File: config.mk
export PLATFORM = sky130hd
export DESIGN_NAME = pfl_seq
export DESIGN_NICKNAME = d
export VERILOG_FILES = /design/src/pfl_pkg.sv /design/src/pfl_seq.sv
export SDC_FILE = /design/constraint.sdc
export NUM_CORES = 1
export LEC_CHECK = 0
export ABC_AREA = 1
export ABC_CLOCK_PERIOD_IN_PS = 5800
export BUFFER_PORTS_ARGS = -buffer_cell sky130_fd_sc_hd__buf_2
export CAP_MARGIN = 5
export CORE_MARGIN = 3
export CORE_UTILIZATION = 55
export CTS_BUF_LIST = sky130_fd_sc_hd__clkbuf_4
export CTS_CLUSTER_DIAMETER = 120
export DETAILED_ROUTE_END_ITERATION = 8
export GPL_ROUTABILITY_DRIVEN = 0
export PLACE_DENSITY = 0.86
export SLEW_MARGIN = 10
export SYNTH_ARGS = -nofsm -noshare
export SYNTH_HDL_FRONTEND = slang
export SYNTH_SLANG_ARGS = --single-unit
File: constraint.sdc
create_clock -name clk -period 5.8 [get_ports clk]
set_input_delay 1.74 -clock clk [delete_from_list [all_inputs] [get_ports clk]]
set_output_delay 1.74 -clock clk [all_outputs]
set_load 0.01 [all_outputs]
File: src/pfl_pkg.sv
// Shared types, codes and the sequencer program of the per-CPU page free-list allocator.
package pfl_pkg;

  localparam int ADDR_W     = 56;
  localparam int BATCH_W    = 16;
  localparam int CPU_FLD_W  = 3;
  localparam int PAGE_SHIFT = 12;
  localparam int PC_W       = 4;
  localparam int CFG_IDX_W  = 2;

  // Operation codes
  localparam logic OP_ALLOC = 1'b0;
  localparam logic OP_FREE  = 1'b1;

  // Result status codes
  localparam logic [1:0] ST_ALLOC = 2'd0;
  localparam logic [1:0] ST_FREED = 2'd1;
  localparam logic [1:0] ST_OOM   = 2'd2;
  localparam logic [1:0] ST_BAD   = 2'd3;

  // Configuration register indexes
  localparam logic [CFG_IDX_W-1:0] CFG_BASE  = 2'd0;
  localparam logic [CFG_IDX_W-1:0] CFG_TOP   = 2'd1;
  localparam logic [CFG_IDX_W-1:0] CFG_BATCH = 2'd2;

  // Register values after reset
  localparam logic [ADDR_W-1:0]  BASE_RST  = 56'd2147483648;
  localparam logic [ADDR_W-1:0]  TOP_RST   = 56'd2281701376;
  localparam logic [BATCH_W-1:0] BATCH_RST = 16'd64;
  localparam logic [ADDR_W:0]    START_RST = 57'd2147483648;

  // Program step addresses
  localparam logic [PC_W-1:0] S_IDLE  = 4'd0;
  localparam logic [PC_W-1:0] S_DISP  = 4'd1;
  localparam logic [PC_W-1:0] S_CHK1  = 4'd2;
  localparam logic [PC_W-1:0] S_CHK2  = 4'd3;
  localparam logic [PC_W-1:0] S_PUSH  = 4'd4;
  localparam logic [PC_W-1:0] S_ALLOC = 4'd5;
  localparam logic [PC_W-1:0] S_OWN   = 4'd6;
  localparam logic [PC_W-1:0] S_TEST  = 4'd7;
  localparam logic [PC_W-1:0] S_PICK  = 4'd8;
  localparam logic [PC_W-1:0] S_MOVE  = 4'd9;
  localparam logic [PC_W-1:0] S_POP   = 4'd10;
  localparam logic [PC_W-1:0] S_POP2  = 4'd11;
  localparam logic [PC_W-1:0] S_EMIT  = 4'd12;
  localparam logic [PC_W-1:0] S_BACK  = 4'd13;

  // Datapath actions
  typedef enum logic [3:0] {
    A_NONE,
    A_LOAD,
    A_CHK1,
    A_CHK2,
    A_PUSH,
    A_INIT,
    A_PICK,
    A_MOVE,
    A_POP_RD,
    A_POP_WR,
    A_EMIT
  } pfl_act_t;

  // Jump conditions
  typedef enum logic [3:0] {
    C_NEVER,
    C_ALWAYS,
    C_NO_ACCEPT,
    C_IS_ALLOC,
    C_BAD,
    C_CPU_BAD,
    C_OWN_VALID,
    C_STEAL_DONE,
    C_SKIP,
    C_OWN_EMPTY,
    C_OUT_FREE
  } pfl_cond_t;

  typedef struct packed {
    pfl_act_t          act;
    pfl_cond_t         cond;
    logic [PC_W-1:0]   target;
  } pfl_word_t;

  // Status flags from the datapath to the sequencer
  typedef struct packed {
    logic accept;
    logic is_alloc;
    logic bad;
    logic cpu_bad;
    logic head_valid;
    logic steal_done;
    logic skip;
    logic out_free;
  } pfl_flags_t;

  // Control store: a jump is taken when the condition holds, otherwise step on
  function automatic pfl_word_t pfl_rom(input logic [PC_W-1:0] pc);
    pfl_word_t w;
    case (pc)
      S_IDLE:  w = '{A_LOAD,   C_NO_ACCEPT,  S_IDLE};
      S_DISP:  w = '{A_NONE,   C_IS_ALLOC,   S_ALLOC};
      S_CHK1:  w = '{A_CHK1,   C_NEVER,      S_IDLE};
      S_CHK2:  w = '{A_CHK2,   C_BAD,        S_EMIT};
      S_PUSH:  w = '{A_PUSH,   C_ALWAYS,     S_EMIT};
      S_ALLOC: w = '{A_INIT,   C_CPU_BAD,    S_EMIT};
      S_OWN:   w = '{A_NONE,   C_OWN_VALID,  S_POP};
      S_TEST:  w = '{A_NONE,   C_STEAL_DONE, S_POP};
      S_PICK:  w = '{A_PICK,   C_SKIP,       S_TEST};
      S_MOVE:  w = '{A_MOVE,   C_ALWAYS,     S_TEST};
      S_POP:   w = '{A_POP_RD, C_OWN_EMPTY,  S_EMIT};
      S_POP2:  w = '{A_POP_WR, C_NEVER,      S_IDLE};
      S_EMIT:  w = '{A_EMIT,   C_OUT_FREE,   S_IDLE};
      S_BACK:  w = '{A_NONE,   C_ALWAYS,     S_EMIT};
      default: w = '{A_NONE,   C_ALWAYS,     S_IDLE};
    endcase
    return w;
  endfunction

endpackage

File: src/pfl_seq.sv
// Step counter and control-store sequencer of the page allocator.
module pfl_seq (
  input  logic                clk,
  input  logic                rst_n,
  input  pfl_pkg::pfl_flags_t flags,
  output pfl_pkg::pfl_act_t   act
);

  logic [pfl_pkg::PC_W-1:0] pc_r;
  logic [pfl_pkg::PC_W-1:0] pc_nxt;
  pfl_pkg::pfl_word_t       word;
  logic                     take;

  // Fetch the control word of the current step
  assign word = pfl_pkg::pfl_rom(pc_r);
  assign act  = word.act;

  // Evaluate the jump condition and pick the next step
  always_comb begin
    case (word.cond)
      pfl_pkg::C_NEVER:      take = 1'b0;
      pfl_pkg::C_ALWAYS:     take = 1'b1;
      pfl_pkg::C_NO_ACCEPT:  take = !flags.accept;
      pfl_pkg::C_IS_ALLOC:   take = flags.is_alloc;
      pfl_pkg::C_BAD:        take = flags.bad;
      pfl_pkg::C_CPU_BAD:    take = flags.cpu_bad;
      pfl_pkg::C_OWN_VALID:  take = flags.head_valid;
      pfl_pkg::C_STEAL_DONE: take = flags.steal_done;
      pfl_pkg::C_SKIP:       take = flags.skip;
      pfl_pkg::C_OWN_EMPTY:  take = !flags.head_valid;
      pfl_pkg::C_OUT_FREE:   take = flags.out_free;
      default:               take = 1'b1;
    endcase
    pc_nxt = take ? word.target : pc_r + 1'b1;
  end

  // Advance the step counter
  always_ff @(posedge clk) begin
    if (!rst_n) begin
      pc_r <= pfl_pkg::S_IDLE;
    end else begin
      pc_r <= pc_nxt;
    end
  end

endmodule

======== Yosys cells after proc, flatten, opt, wreduce, memory -nomap -nowiden ========
Memories as Yosys holds them, arrays and structs flattened. A register that Yosys moved wholly into a read port is not among the register bits.
Index checks and enable logic that the tools add are counted.
operators by class
  add/subtract/negate cells ............... 1
  multipliers ............................. 0
  divide/modulo/power cells ............... 0
  $lt $le $gt $ge ......................... 0
  equal/unequal tests ..................... 9
  shift operators ......................... 0
  muxes and demuxes ....................... 3
  bitwise operators ....................... 0
  reduce and logical (&&, ||, !) cells .... 3
operators by type and width
  operator               count
  $eq A4 B3 Y1 const B   4
  $eq A4 B4 Y1 const B   3
  $pmux W1 S10           1
  $eq A4 B2 Y1 const B   2
  $mux W4                2
  $add A4 B1 Y4 const B  1
  $logic_not A4 Y1       1
  $logic_not A1 Y1       2
storage, ports and cells
  flip-flop bits (word level) ............. 4
  latch bits .............................. 0
  memory bits (writable) .................. 0
  memory bits (read-only) ................. 192
  input port bits ......................... 10
  output and inout port bits .............. 4
  word-level logic and storage cells ...... 18
  memories ................................ 1
memories
  memory           depth  bits a word  read ports  clocked after memory_dff  write ports  line           RTL
  (no name shown)  16     12           1           1                         0            pfl_pkg.sv:99  case (pc)

======== Logic depth before layout (Yosys ltp) ========
  depth in word-level cells ............... 4
  depth in mapped cells ................... 16
  depth with buffers taken out ............ 16

======== Least setup slack after synthesis ========
Ideal clock, no wire load.
  kind .................................... input -> register
  start ................................... input port flags[0] (netlist bit)
  end ..................................... register word[8] (netlist name)
  setup time .............................. 113 ps
  arrival time ............................ 3176 ps
  data required time ...................... 5687 ps
  setup slack ............................. 2511 ps
  stages .................................. 14
  buffers on the path ..................... 0
  cell sequence ........................... nand2_1 -> inv_1 -> o21ai_2 -> nand3_4 -> nand2_1 -> nand2_2 -> nor2_4 -> inv_1 -> ha_1 -> inv_1 -> nand2_1 -> nand2_1 -> nand2_1 -> nand2_1
on the way
  cells in the longest elaborated chain, start to end .. 3
RTL lines
  element                   line           RTL
  start, declared           pfl_seq.sv:5   input pfl_pkg::pfl_flags_t flags,
  $pmux W1 S10              pfl_seq.sv:20  case (word.cond)
  $mux W4                   pfl_seq.sv:34  pc_nxt = take ? word.target : pc_r + 1'b1;
  $mux W4 (no source line)  -
No other way between the ends.
A chain may end at the register's enable or synchronous reset.

======== Worst setup path after layout ========
  start ................................... input port flags[0] (netlist bit)
  end ..................................... register word[8] (netlist name)
on the way
  cells in the longest elaborated chain, start to end .. 3
RTL lines
  element                   line
  $pmux W1 S10              pfl_seq.sv:20
  $mux W4                   pfl_seq.sv:34
  $mux W4 (no source line)  -
No other way between the ends.

==> key figures <==
Worst setup path
  – Crit path max fanout: 8
  – CP endpoint kind: flop
  – Critical path class: input pin to flop
  – CP startpoint kind: input pin
  – Worst endpoint required time: 6000 ps
  – Arrival @ worst endpoint: 3480 ps

Synth
  – Register area share after synthesis: 28.6%
  – Mapped cell area: 0.00112 mm2
  – Synthesized Nets: 161
  – Ys flop type: dfxtp_1
  – Asr flop ratio synth: 0%
  – Top cell type's share of synthesized area: 28.6%
  – Largest area contributor in the netlist: dfxtp_1
  – Post-synthesis cell count: 140
  – Top post-synthesis cells by area: dfxtp_1 (29%), nand2_1 (14%), ha_1 (12%)
  – Yosys warns: 0
  – Synthesized flop and latch total: 16
  – Top-count cell post-synth: nand2_1
  – Cell variety after synth: 25
  – Synth cell count leaders: nand2_1 (43), inv_1 (18), dfxtp_1 (16)
  – Average footprint of a synthesized cell: 8.00 um2
  – Post-synth EDFFs: 0

STA
  – RSZ-0062 raised after global routing: no
  – Fin crit share: 56.6%
  – Final setup vio count: 0
  – Slew at the pin closest to its max-slew limit: 376 ps
  – Worst Skew: 9.71 ps
  – Worst relative slew slack: 74.9%
  – Final slew viol count: 0
  – Final WS setup: 2520 ps
  – Final hold viol count: 0
  – Fin Setup TNS: 0 ps
  – Achievable Freq: 0.305 GHz
  – Min cycle time layout: 3280 ps

Layout
  – Multi-input combinational cell area: 678 um2
  – Layout cell share with drive strength beyond 1: 28.3%
  – Fillers: 164
  – Ant. Diodes: 0
  – Reg area: 320 um2
  – Net count reported at finish: 174
  – Area Overhead vs Synth: 7.82%

CTS
  – Clk sink count: 16
  – # H-tree levels: 1
  – Cts bufs inserted: 3
  – Number of hold buffers added after CTS: 0
  – Clk root buf: clkbuf_4
  – CTS clock-pin slew for the worst setup and hold paths: 90 ps
  – CTS tree: built
  – Worst-Skew Late Latency: 290 ps
  – Post-CTS Setup Bufs: 0
  – Post-CTS sizing: 0
  – Clock buffer depth: 2

Route
  – Routed WL: 2040 um
  – Initial drt markers: 24
  – Post-DRT Antenna Nets: 0
  – Wire per inst: 11.5 um
  – DRC: 0
  – Pre-antenna DRT Iters: 5
  – Total number of vias: 906
  – Vias per cell: 5.12

Power
  – Leak: 0.646 nW
  – Int Power: 0.000370 W
  – P per Cell Area: 650 mW/mm2
  – Sequential share of power: 23.7%
  – Peak supply drop: 0.000357 V
  – Combinational power share: 68.8%
  – Clock share of power: 7.5%
  – Sw Share: 52.8%
  – Psw: 0.000414 W
  – Total power: 0.000785 W

Placement
  – Post-DP HPWL: 1660 um
  – Pre-CTS WS: 2230 ps
  – Port Buf Inserts: 13

Floorplanning
  – IO Pins: 14
  – Die H: 51.1 um
  – # rows: 15
  – Core area: 0.00182 mm2
  – Die width: 51.1 um
  – Die footprint: 0.00261 mm2
  – Initial Utilization: 61.5%

Global route
  – Largest net degree at the start of global routing: 11
  – First-pass GRT wire length: 3740 um
  – Vias in the first global route: 935
  – GR Util All Layers: 19.3%
  – Initial antenna violation count: 0
  – Gr ovfl total: 0

Run status
  – Outcome: finished clean

Job
  – Max-cap violations: 0

Hold path
  – Worst hold path type: flop to flop
power groups by stage:
stage / clock [W] / combinational, W / sequential [W]
after floorplan: 0 / 0.000454 / 0.000183
after global placement: 0 / 0.000518 / 0.000186
after detailed placement: 0 / 0.000537 / 0.000189
after CTS: 0.0000597 / 0.000542 / 0.000186
after global routing: 0.0000665 / 0.000611 / 0.000191
final: 0.0000592 / 0.000540 / 0.000186
metrics by stage:
step | util [%] | instances | hold slack, ps | instance area, um2
6_report | 66.3 | 177 | 599 | 1210
5_1_grt | 66.3 | 177 | 641 | 1210
4_1_cts | 66.3 | 177 | 598 | 1210
3_5_place_dp | 64.9 | 173 | 593 | 1180
3_3_place_gp | 64.9 | 173 | 580 | 1180
2_1_floorplan | - | 140 | 542 | 1120
sequential cells by signal, summed over array words and instances (netlist names):
signal / cells
pc_r: 4
word: 12
area by class of cell:
class	count	share of cell area (%)
Clock buffer	3	1.87
Sequential cell	16	26.5
Clock inverter	1	0.311
Inverter	21	7.15
Tap cell	25	2.59
Multi-Input combinational cell	98	56.2
Timing Repair Buffer	13	5.39
per-layer routing:
layer	track usage, %	part of all wire [%]	routed length, um
met3	3.50	4.8	97
met5	0	0	0
met4	11.2	3.6	73
met2	35.6	49	1010
met1	20.0	42	861
critical path, cell delays in order:
cell and delay (ps):
buf_2 100, nand2_1 60, inv_1 40, o21ai_2 310
nand3_4 160, nand2_1 100, nand2_2 80, nor2_4 170
inv_1 140, ha_1 290, inv_1 30, nand2_1 70
nand2_1 60, nand2_1 70, nand2_1 50
logic make-up (layout without fill, tap and decap cells):
kind of cell / after synthesis / in the layout / synth area share, %
AOI/OAI and AO/OA: 7 / 7 / 4.80
xor gates and xnor gates: 2 / 2 / 1.56
adders and majority gates: 11 / 11 / 12.3
buffers and inverters: 26 / 38 / 10.8
DFF: 16 / 16 / 28.6
and+or+nand+nor: 78 / 78 / 41.9
final timing paths:
path / start / end / slack (ps) / depth (start not counted)
worst max-delay path: flags[0] / word[8]$_DFF_P_ / 2520 / 15
worst min-delay path: word[1]$_DFF_P_ / pc_r[1]$_SDFF_PN0_ / 600 / 4
worst max register to register: word[5]$_DFF_P_ / word[8]$_DFF_P_ / 3680 / 15
worst min register to register: word[1]$_DFF_P_ / pc_r[1]$_SDFF_PN0_ / 600 / 4
cells in the final DEF (no fill, tap or decap), drive strengths merged:
cell / count
o21ai: 5
inv: 21
nand2: 49
nand3b: 1
nand3: 13
xor2: 1
ha: 11
dfxtp: 16
clkbuf: 3
clkinv: 1
a21oi: 2
buf: 13
nor2: 7
xnor2: 1
nand4: 8
Power figures use the tool's default switching activity.
